`src/design/polynomial_add_sub_multiply_defines.svh`:
```
// Assertion macros shared by the polynomial unit.
`ifndef POLYNOMIAL_ADD_SUB_MULTIPLY_DEFINES_SVH
`define POLYNOMIAL_ADD_SUB_MULTIPLY_DEFINES_SVH

`ifndef NO_ASSERTIONS
`define PASM_ASSERT(lbl, clk, rst_n, prop) \
  lbl: assert property (@(posedge clk) disable iff (!rst_n) prop) \
    else $error("polynomial unit check failed");
`define PASM_ASSERT_IMPL(lbl, clk, rst_n, pre, post) \
  lbl: assert property (@(posedge clk) disable iff (!rst_n) (pre) |-> (post)) \
    else $error("polynomial unit implication failed");
`else
`define PASM_ASSERT(lbl, clk, rst_n, prop)
`define PASM_ASSERT_IMPL(lbl, clk, rst_n, pre, post)
`endif

`endif

```
`src/design/pasm_pkg.sv`:
```
// Word types, command codes and control structs of the polynomial unit.
`timescale 1ns / 1ps
package pasm_pkg;

  localparam int unsigned CMD_W    = 3;
  localparam int unsigned IN_COEF_W = 16;
  localparam int unsigned RES_W    = 40;

  localparam logic [CMD_W-1:0] CMD_LOAD_A = 3'd0;
  localparam logic [CMD_W-1:0] CMD_LOAD_B = 3'd1;
  localparam logic [CMD_W-1:0] CMD_ADD    = 3'd2;
  localparam logic [CMD_W-1:0] CMD_SUB    = 3'd3;
  localparam logic [CMD_W-1:0] CMD_MUL    = 3'd4;

  localparam logic [1:0] LIP_NONE = 2'd0;
  localparam logic [1:0] LIP_A    = 2'd1;
  localparam logic [1:0] LIP_B    = 2'd2;

  typedef struct packed {
    logic [CMD_W-1:0]            command;
    logic signed [IN_COEF_W-1:0] coefficient;
    logic                        final_coefficient;
  } in_word_t;

  typedef struct packed {
    logic signed [RES_W-1:0] result_coefficient;
    logic                    result_last;
    logic                    error;
  } out_word_t;

  typedef struct packed {
    logic wr_en;
    logic wr_sel;
    logic rd_en;
    logic use_a;
    logic use_b;
    logic term_vld;
    logic acc_clr;
    logic out_sum;
    logic out_acc;
    logic out_err_word;
    logic subtract;
    logic out_last;
    logic out_error;
  } dp_ctrl_t;

  typedef struct packed {
    logic out_free;
    logic pipe_empty;
  } dp_stat_t;

endpackage

```
`src/design/polynomial_add_sub_multiply.sv`:
```
// Top level of the polynomial add, subtract and multiply unit.
// Load words are accepted without stall while the unit is idle. Add and subtract form each
// result word in a read state and an output state; multiply sums each result word's terms
// on the one shared multiplier, then waits for the pipeline to drain before output.
// Reset is asynchronous, active low: lengths zero, no load open, operand
// stores hold undefined data until written and get no clearing pass.
`timescale 1ns / 1ps
`include "polynomial_add_sub_multiply_defines.svh"
module polynomial_add_sub_multiply #(
  parameter int unsigned MAX_TERMS = 32,
  parameter int unsigned COEF_BITS = 16
) (
  input  logic                clk_i,
  input  logic                rst_ni,
  input  logic                in_valid_i,
  output logic                in_stall_o,
  input  pasm_pkg::in_word_t  in_word_i,
  output logic                out_valid_o,
  input  logic                out_stall_i,
  output pasm_pkg::out_word_t out_word_o
);

  localparam int unsigned ADDR_W = $clog2(MAX_TERMS);
  localparam int unsigned LEN_W  = $clog2(MAX_TERMS + 1);
  localparam int unsigned RUN_W  = $clog2(2 * MAX_TERMS);

  pasm_pkg::dp_ctrl_t dp_ctrl;
  pasm_pkg::dp_stat_t dp_stat;
  logic [ADDR_W-1:0]  wr_addr, rd_addr_a, rd_addr_b;
  logic [2:0]         dp_out_src;

  pasm_ctrl #(
    .MAX_TERMS(MAX_TERMS),
    .ADDR_W   (ADDR_W),
    .LEN_W    (LEN_W),
    .RUN_W    (RUN_W)
  ) u_ctrl (
    .clk_i      (clk_i),
    .rst_ni     (rst_ni),
    .in_valid_i (in_valid_i),
    .in_word_i  (in_word_i),
    .in_stall_o (in_stall_o),
    .ctrl_o     (dp_ctrl),
    .stat_i     (dp_stat),
    .wr_addr_o  (wr_addr),
    .rd_addr_a_o(rd_addr_a),
    .rd_addr_b_o(rd_addr_b)
  );

  pasm_datapath #(
    .MAX_TERMS(MAX_TERMS),
    .COEF_BITS(COEF_BITS),
    .ADDR_W   (ADDR_W)
  ) u_datapath (
    .clk_i      (clk_i),
    .rst_ni     (rst_ni),
    .ctrl_i     (dp_ctrl),
    .stat_o     (dp_stat),
    .wr_addr_i  (wr_addr),
    .rd_addr_a_i(rd_addr_a),
    .rd_addr_b_i(rd_addr_b),
    .wr_coef_i  (in_word_i.coefficient),
    .out_valid_o(out_valid_o),
    .out_stall_i(out_stall_i),
    .out_word_o (out_word_o)
  );

  assign dp_out_src = {dp_ctrl.out_sum, dp_ctrl.out_acc, dp_ctrl.out_err_word};

  `PASM_ASSERT_IMPL(a_out_load_free, clk_i, rst_ni, |dp_out_src, dp_stat.out_free)
  `PASM_ASSERT_IMPL(a_acc_drained, clk_i, rst_ni, dp_ctrl.out_acc, dp_stat.pipe_empty)
  `PASM_ASSERT(a_one_source, clk_i, rst_ni, $onehot0(dp_out_src))
  `PASM_ASSERT_IMPL(a_no_write_busy, clk_i, rst_ni, dp_ctrl.wr_en, !in_stall_o && in_valid_i)

endmodule

```
`src/design/pasm_datapath.sv`:
```
// Datapath: operand stores, adder, shared multiplier, accumulator, output register.
`timescale 1ns / 1ps
module pasm_datapath #(
  parameter int unsigned MAX_TERMS = 32,
  parameter int unsigned COEF_BITS = 16,
  parameter int unsigned ADDR_W    = 5
) (
  input  logic                              clk_i,
  input  logic                              rst_ni,
  input  pasm_pkg::dp_ctrl_t                ctrl_i,
  output pasm_pkg::dp_stat_t                stat_o,
  input  logic [ADDR_W-1:0]                 wr_addr_i,
  input  logic [ADDR_W-1:0]                 rd_addr_a_i,
  input  logic [ADDR_W-1:0]                 rd_addr_b_i,
  input  logic signed [pasm_pkg::IN_COEF_W-1:0] wr_coef_i,
  output logic                              out_valid_o,
  input  logic                              out_stall_i,
  output pasm_pkg::out_word_t               out_word_o
);

  localparam int unsigned PROD_W = 2 * COEF_BITS;
  localparam int unsigned RES_W  = pasm_pkg::RES_W;
  localparam int unsigned EXT_W  = (PROD_W > RES_W) ? PROD_W : RES_W;

  logic signed [COEF_BITS-1:0] mem_a_q [MAX_TERMS];
  logic signed [COEF_BITS-1:0] mem_b_q [MAX_TERMS];
  logic signed [COEF_BITS-1:0] wr_coef;
  logic signed [COEF_BITS-1:0] rd_a_q, rd_b_q;
  logic                        use_a_q, use_b_q;
  logic                        v1_q, v2_q;
  logic signed [PROD_W-1:0]    p_q;
  logic signed [EXT_W-1:0]     p_ext;
  logic signed [RES_W-1:0]     acc_q, acc_d;
  logic signed [RES_W-1:0]     a_ext, b_ext, sum;
  pasm_pkg::out_word_t         out_q, out_d;
  logic                        out_vld_q, out_vld_d;
  logic                        out_load;

  assign wr_coef = COEF_BITS'(wr_coef_i);

  always_ff @(posedge clk_i) begin
    if (ctrl_i.wr_en && !ctrl_i.wr_sel) begin
      mem_a_q[wr_addr_i] <= wr_coef;
    end
    if (ctrl_i.wr_en && ctrl_i.wr_sel) begin
      mem_b_q[wr_addr_i] <= wr_coef;
    end
    if (ctrl_i.rd_en) begin
      rd_a_q  <= mem_a_q[rd_addr_a_i];
      rd_b_q  <= mem_b_q[rd_addr_b_i];
      use_a_q <= ctrl_i.use_a;
      use_b_q <= ctrl_i.use_b;
    end
  end

  always_ff @(posedge clk_i or negedge rst_ni) begin
    if (!rst_ni) begin
      v1_q      <= 1'b0;
      v2_q      <= 1'b0;
      out_vld_q <= 1'b0;
    end else begin
      v1_q      <= ctrl_i.term_vld;
      v2_q      <= v1_q;
      out_vld_q <= out_vld_d;
    end
  end

  always_ff @(posedge clk_i) begin
    p_q   <= PROD_W'(rd_a_q) * PROD_W'(rd_b_q);
    acc_q <= acc_d;
    out_q <= out_d;
  end

  assign p_ext = EXT_W'(p_q);

  always_comb begin
    acc_d = acc_q;
    if (ctrl_i.acc_clr) begin
      acc_d = '0;
    end else if (v2_q) begin
      acc_d = acc_q + p_ext[RES_W-1:0];
    end
  end

  assign a_ext = use_a_q ? RES_W'(rd_a_q) : '0;
  assign b_ext = use_b_q ? RES_W'(rd_b_q) : '0;
  assign sum   = ctrl_i.subtract ? (a_ext - b_ext) : (a_ext + b_ext);

  assign out_load = ctrl_i.out_sum || ctrl_i.out_acc || ctrl_i.out_err_word;

  always_comb begin
    out_d = out_q;
    if (ctrl_i.out_sum) begin
      out_d.result_coefficient = sum;
    end else if (ctrl_i.out_acc) begin
      out_d.result_coefficient = acc_q;
    end else if (ctrl_i.out_err_word) begin
      out_d.result_coefficient = '0;
    end
    if (out_load) begin
      out_d.result_last = ctrl_i.out_last;
      out_d.error       = ctrl_i.out_error;
    end
  end

  always_comb begin
    out_vld_d = out_vld_q;
    if (out_load) begin
      out_vld_d = 1'b1;
    end else if (out_vld_q && !out_stall_i) begin
      out_vld_d = 1'b0;
    end
  end

  assign stat_o.out_free   = !out_vld_q;
  assign stat_o.pipe_empty = !v1_q && !v2_q;
  assign out_valid_o       = out_vld_q;
  assign out_word_o        = out_q;

endmodule

```
`src/design/pasm_ctrl.sv`:
```
// Controller: load bookkeeping and the sequencer for add, subtract and multiply runs.
`timescale 1ns / 1ps
module pasm_ctrl #(
  parameter int unsigned MAX_TERMS = 32,
  parameter int unsigned ADDR_W    = 5,
  parameter int unsigned LEN_W     = 6,
  parameter int unsigned RUN_W     = 6
) (
  input  logic                 clk_i,
  input  logic                 rst_ni,
  input  logic                 in_valid_i,
  input  pasm_pkg::in_word_t   in_word_i,
  output logic                 in_stall_o,
  output pasm_pkg::dp_ctrl_t   ctrl_o,
  input  pasm_pkg::dp_stat_t   stat_i,
  output logic [ADDR_W-1:0]    wr_addr_o,
  output logic [ADDR_W-1:0]    rd_addr_a_o,
  output logic [ADDR_W-1:0]    rd_addr_b_o
);

  typedef enum logic [6:0] {
    S_IDLE = 7'b0000001,
    S_ERR  = 7'b0000010,
    S_ARD  = 7'b0000100,
    S_AWR  = 7'b0001000,
    S_MST  = 7'b0010000,
    S_MISS = 7'b0100000,
    S_MFL  = 7'b1000000
  } state_e;

  state_e           state_q, state_d;
  logic [LEN_W-1:0] la_q, la_d, lb_q, lb_d;
  logic [1:0]       lip_q, lip_d;
  logic             ovf_q, ovf_d;
  logic             err_q, err_d;
  logic             sub_q, sub_d;
  logic [LEN_W-1:0] k_q, k_d;
  logic [RUN_W-1:0] r_q, r_d;

  logic             in_acc, is_load, is_op, load_b, room;
  logic [1:0]       lip_tgt;
  logic [LEN_W-1:0] cur_len, eff_len, max_len, off_a, off_b;
  logic [RUN_W-1:0] la_r, lb_r, run_len, i_lo, i_hi;

  assign in_acc  = in_valid_i && (state_q == S_IDLE);
  assign load_b  = in_word_i.command == pasm_pkg::CMD_LOAD_B;
  assign is_load = (in_word_i.command == pasm_pkg::CMD_LOAD_A) || load_b;
  assign is_op   = (in_word_i.command == pasm_pkg::CMD_ADD) ||
                   (in_word_i.command == pasm_pkg::CMD_SUB) ||
                   (in_word_i.command == pasm_pkg::CMD_MUL);
  assign lip_tgt = load_b ? pasm_pkg::LIP_B : pasm_pkg::LIP_A;
  assign cur_len = load_b ? lb_q : la_q;
  assign eff_len = (lip_q != lip_tgt) ? '0 : cur_len;
  assign room    = eff_len < LEN_W'(MAX_TERMS);

  assign max_len = (la_q > lb_q) ? la_q : lb_q;
  assign off_a   = max_len - la_q;
  assign off_b   = max_len - lb_q;

  assign la_r    = RUN_W'(la_q);
  assign lb_r    = RUN_W'(lb_q);
  assign run_len = la_r + lb_r - RUN_W'(1);
  assign i_lo    = (r_q >= lb_r) ? (r_q - lb_r + RUN_W'(1)) : '0;
  assign i_hi    = (r_q < la_r) ? r_q : (la_r - RUN_W'(1));

  always_ff @(posedge clk_i or negedge rst_ni) begin
    if (!rst_ni) begin
      state_q <= S_IDLE;
      la_q    <= '0;
      lb_q    <= '0;
      lip_q   <= pasm_pkg::LIP_NONE;
      ovf_q   <= 1'b0;
      err_q   <= 1'b0;
      sub_q   <= 1'b0;
      k_q     <= '0;
      r_q     <= '0;
    end else begin
      state_q <= state_d;
      la_q    <= la_d;
      lb_q    <= lb_d;
      lip_q   <= lip_d;
      ovf_q   <= ovf_d;
      err_q   <= err_d;
      sub_q   <= sub_d;
      k_q     <= k_d;
      r_q     <= r_d;
    end
  end

  always_comb begin
    state_d     = state_q;
    la_d        = la_q;
    lb_d        = lb_q;
    lip_d       = lip_q;
    ovf_d       = ovf_q;
    err_d       = err_q;
    sub_d       = sub_q;
    k_d         = k_q;
    r_d         = r_q;
    ctrl_o      = '0;
    wr_addr_o   = eff_len[ADDR_W-1:0];
    rd_addr_a_o = '0;
    rd_addr_b_o = '0;
    ctrl_o.subtract = sub_q;

    case (state_q)
      S_IDLE: begin
        if (in_acc && is_load) begin
          ctrl_o.wr_en  = room;
          ctrl_o.wr_sel = load_b;
          if (load_b) begin
            lb_d = room ? (eff_len + LEN_W'(1)) : eff_len;
          end else begin
            la_d = room ? (eff_len + LEN_W'(1)) : eff_len;
          end
          ovf_d = ovf_q || !room;
          lip_d = in_word_i.final_coefficient ? pasm_pkg::LIP_NONE : lip_tgt;
        end else if (in_acc && is_op) begin
          lip_d = pasm_pkg::LIP_NONE;
          err_d = ovf_q;
          ovf_d = 1'b0;
          sub_d = in_word_i.command == pasm_pkg::CMD_SUB;
          k_d   = '0;
          r_d   = '0;
          if ((la_q == '0) || (lb_q == '0)) begin
            state_d = S_ERR;
          end else if (in_word_i.command == pasm_pkg::CMD_MUL) begin
            state_d = S_MST;
          end else begin
            state_d = S_ARD;
          end
        end
      end
      S_ERR: begin
        if (stat_i.out_free) begin
          ctrl_o.out_err_word = 1'b1;
          ctrl_o.out_last     = 1'b1;
          ctrl_o.out_error    = 1'b1;
          state_d             = S_IDLE;
        end
      end
      S_ARD: begin
        rd_addr_a_o = ADDR_W'(k_q - off_a);
        rd_addr_b_o = ADDR_W'(k_q - off_b);
        if (stat_i.out_free) begin
          ctrl_o.rd_en = 1'b1;
          ctrl_o.use_a = k_q >= off_a;
          ctrl_o.use_b = k_q >= off_b;
          state_d      = S_AWR;
        end
      end
      S_AWR: begin
        ctrl_o.out_sum   = 1'b1;
        ctrl_o.out_last  = k_q == (max_len - LEN_W'(1));
        ctrl_o.out_error = err_q && (k_q == '0);
        k_d              = k_q + LEN_W'(1);
        state_d          = (k_q == (max_len - LEN_W'(1))) ? S_IDLE : S_ARD;
      end
      S_MST: begin
        if (stat_i.out_free) begin
          ctrl_o.acc_clr = 1'b1;
          k_d            = i_lo[LEN_W-1:0];
          state_d        = S_MISS;
        end
      end
      S_MISS: begin
        ctrl_o.rd_en    = 1'b1;
        ctrl_o.term_vld = 1'b1;
        rd_addr_a_o     = k_q[ADDR_W-1:0];
        rd_addr_b_o     = ADDR_W'(r_q - RUN_W'(k_q));
        if (RUN_W'(k_q) == i_hi) begin
          state_d = S_MFL;
        end else begin
          k_d = k_q + LEN_W'(1);
        end
      end
      S_MFL: begin
        if (stat_i.pipe_empty) begin
          ctrl_o.out_acc   = 1'b1;
          ctrl_o.out_last  = r_q == (run_len - RUN_W'(1));
          ctrl_o.out_error = err_q && (r_q == '0);
          r_d              = r_q + RUN_W'(1);
          state_d          = (r_q == (run_len - RUN_W'(1))) ? S_IDLE : S_MST;
        end
      end
      default: begin
        state_d = S_IDLE;
      end
    endcase
  end

  assign in_stall_o = state_q != S_IDLE;

endmodule
```
`config.mk`:
```
export PLATFORM = sky130hd
export DESIGN_NAME = polynomial_add_sub_multiply
export DESIGN_NICKNAME = d
export VERILOG_FILES = /design/src/design/pasm_pkg.sv /design/src/design/polynomial_add_sub_multiply.sv /design/src/design/pasm_datapath.sv /design/src/design/pasm_ctrl.sv
export VERILOG_INCLUDE_DIRS = /design/src /design/src/design
export SDC_FILE = /design/constraint.sdc
export NUM_CORES = 2
export LEC_CHECK = 0
export ABC_AREA = 1
export BUFFER_PORTS_ARGS = -buffer_cell sky130_fd_sc_hd__buf_2
export CORE_ASPECT_RATIO = 1.2
export CORE_MARGIN = 5
export CORE_UTILIZATION = 64
export DETAILED_ROUTE_END_ITERATION = 10
export GPL_ROUTABILITY_DRIVEN = 1
export GPL_TIMING_DRIVEN = 0
export HOLD_SLACK_MARGIN = 0.12
export MAX_ROUTING_LAYER = met4
export PLACE_DENSITY = 0.86
export RECOVER_POWER = 50
export SLEW_MARGIN = 5
export SYNTH_ARGS = -nofsm -noshare
export SYNTH_HDL_FRONTEND = slang
export SYNTH_SLANG_ARGS = --single-unit
```
`constraint.sdc`:
```
create_clock -name clk_i -period 7.82 [get_ports clk_i]
set_input_delay 0.391 -clock clk_i [delete_from_list [all_inputs] [get_ports clk_i]]
set_output_delay 0.391 -clock clk_i [all_outputs]
set_load 0.1 [all_outputs]
```
==> impl_metrics.toml <==
[run_status]
run_status = "complete, but fails checks"
failing_checks = "capacitance limit, slew limit"

[logic_synthesis]
yosysTopAreaCellShare = 0.493
main_combinational_cell_family_by_area_after_synthesis = "adder cells"
synth_simple_gate_area_share = 0.120
seq_area_frac_synth = 0.530
count_of_flip_flops_with_a_built_in_enable_after_synthesis = 1100
synthesized_nets = 7247
ys.flop_type = "edfxtp_1"
synth_compound_area_frac = 0.124
synth_area_leaders = "edfxtp_1 49%, fa_1 8.2%, inv_1 6.3%"
yosysWarnings = 0
synth.ff_latch_count = 1211
postSynthCellCount = 6718
synth_area_in_xor_xnor = 0.0152
synthDistinctLibCells = 68
synth_largest_area_cell = "edfxtp_1"
synthesis.area_per_instance_um2 = 9.96
synthArstFlopShare = 0.0322
synth-adder-area-share = 0.125
mappedNetlistArea_um2 = 66900
muxShareOfSynthArea = 0

[grt]
overflow = 0
pin_count_of_the_biggest_net_entering_global_routing = 65
number_of_global_route_vias_before_repair = 52700
global_route_wire_length_before_repair_um = 329000
grt_use_total = 0.410
antenna_found_initial = 8

[floorplan]
floorplan.initialDensity = 0.642
core_region_area_um2 = 104000
io-pin-count = 68
fp.dieArea_um2 = 111000
num_rows = 130
chipHeight_um = 364
die-width_um = 305

[timing]
setup_ws_ps = 562
setup_tns_ps = 0
finalClockSkew_ps = 61.4
setup_viols_final = 0
time_the_worst_path_needs_with_i_o_delays_and_setup_ps = 7260
finalMaxSlewViolations = 1115
fmax_mhz = 138
unrepaired_setup_endpoints_after_global_routing = "no"
layout_worst_path_cycle_share = 0.928
worst-slew-pin-transition_ps = 4190
timing_hold_violations_final = 0
maxSlewHeadroom = -1.79

[clock_tree]
cts_resized = 0
clock_sinks = 1211
cts-buffers-inserted = 113
clkSlewWorstSetupHoldPaths_ps = 70
cts_post_setup_buffers_inserted = 0
cts-root-to-sink-buffers = 3
cts_hold_buf = 9
clkLatencyLatePin_ps = 770
tritoncts = "done"
cts_max_level = 3
cts.root.buffer_cell = "clkbuf_16"

[job]
drv_cap = 18

[worst_setup_path]
rr_endpoint = "u_datapath.p_q[28]"
worstRegToRegCells = 21
crit_path_capture_type = "flop"
setup.worst_path.start_class = "flop"
r2r-start = "u_datapath.rd_a_q[15]"
crit_required_ps = 8410
criticalPathCategory = "reg -> reg"
critical_path.endpoint = "u_datapath.p_q[28]"
worstPathMaxFanout = 10
ff2ff_setup_slack_ps = 560
worst-endpoint-arrival_ps = 7850
timing.critical_path.from = "u_datapath.rd_a_q[15]"

[detailed_routing]
drc = 0
route.detailed.wl_per_inst_um = 26.7
ant_nets = 0
first_pass_iters = 8
detail_route.vias_per_cell = 6.41
num_vias = 54200
wirelength_um = 226000
detailedRoute.firstIterationViolations = 8294

[min_path]
hold_class = "reg -> reg"

[finish]
final_cell_count_no_fill = 8453
layout.core_utilization = 0.709
layout.cells.most_common = "inv_1"
commonest_cells_after_routing_fill_and_taps_aside = "1132 x inv_1, 1100 x edfxtp_1, 981 x nand2_1"
drive_gt1_frac = 0.0650
number_of_filler_instances_in_the_final_layout = 7378
nNetsFinal = 7499
synthToLayoutAreaGrowth_pct = 10.4

[place]
routabilityCongestion = 1.02
port_buffers = 67
numPlacedInstances = 8232
pre_cts_ws_ps = 749
dp_hpwl_um = 158000
## area by class of cell
type                       instances  area (µm²)  share of cell area
antenna                            7        17.5            0.000237
buffer                           316        1470              0.0199
clock buffer                     138        2990              0.0405
clock inverter                    67         667             0.00902
inverter                        1142        4290              0.0580
multi-input combinational       4049       25900               0.350
sequential                      1211       35500               0.480
tap                             1386        1730              0.0235
timing repair buffer             137        1440              0.0194
## layer usage
| layer | vias to the layer above | track usage | share of wire |
|---|---|---|---|
| li1 | 23100 | - | - |
| met1 | 25600 | 0.501 | 0.34 |
| met2 | 4378 | 0.628 | 0.45 |
| met3 | 1113 | 0.0883 | 0.13 |
| met4 | 0 | 0.263 | 0.085 |
| met5 | - | - | 0 |
## cells by family after synthesis
kind of cell	count (synthesis)
and+or+nand+nor	1928
AOI/OAI and AO/OA	1500
buffers and inverters	1458
DFF	1211
adders and majority gates	505
xor gates and xnor gates	116
## cells in the mapped netlist (18+ instances only)
master	count
nand2_1	980
nand4_1	25
nor3_1	27
xnor2_1	45
inv_1	1131
a21o_1	18
o211ai_1	217
buf_4	29
ha_1	232
dfxtp_1	72
nor2_1	462
edfxtp_1	1100
clkbuf_1	170
o21bai_1	20
o21ai_1	141
fa_1	273
buf_2	94
o21ai_0	578
dfrtp_1	38
nand3_1	376
a21oi_1	454
xor2_1	71
## how the worst min path moves through the flow
stage	endpoint	depth (start not counted)	slack, ps	start
after floorplan	u_ctrl.err_q	0	100	rst_ni
after global placement	u_datapath.v2_q	0	360	u_datapath.v1_q
after detailed placement	u_datapath.v2_q	0	370	u_datapath.v1_q
after CTS	u_datapath.mem_b_q[27][6]	1	260	in_word_i[7]
after global routing	u_datapath.v2_q	0	400	u_datapath.v1_q
final	u_datapath.v2_q	0	390	u_datapath.v1_q
## registers in the layout, summed over array words and instances, names as in the netlist, 2 cells and up
signal                 flops
u_ctrl.k_q                 6
u_ctrl.la_q                6
u_ctrl.lb_q                6
u_ctrl.lip_q               2
u_ctrl.r_q                 6
u_ctrl.state_q             7
u_datapath.acc_q          40
u_datapath.mem_a_q       512
u_datapath.mem_b_q       512
u_datapath.out_word_o     42
u_datapath.p_q            32
u_datapath.rd_a_q         16
u_datapath.rd_b_q         16
## metrics by stage
stage          cell area [µm²]  hold slack, ps
3_3_place_gp             69000             364
5_1_grt                  73900             396
3_5_place_dp             70300             370
2_1_floorplan            66900            95.4
4_1_cts                  74100             259
6_report                 73900             388
## worst max-delay path: stages (launching register included)
cell	delay [ps]
edfxtp_1	410
clkbuf_1	430
clkbuf_1	710
nand2_1	240
inv_1	170
fa_1	540
fa_1	820
inv_1	160
fa_1	520
fa_1	570
fa_1	430
fa_1	540
inv_1	50
ha_1	370
nand2_1	90
nor2_1	230
inv_1	100
nor2_1	150
nand3_1	90
nand3_1	200
a31oi_1	120
xor2_1	150
Power is left out: the tool's default activity adds up to more than one toggle a clock period on the data nets, which glitch-free logic cannot reach.
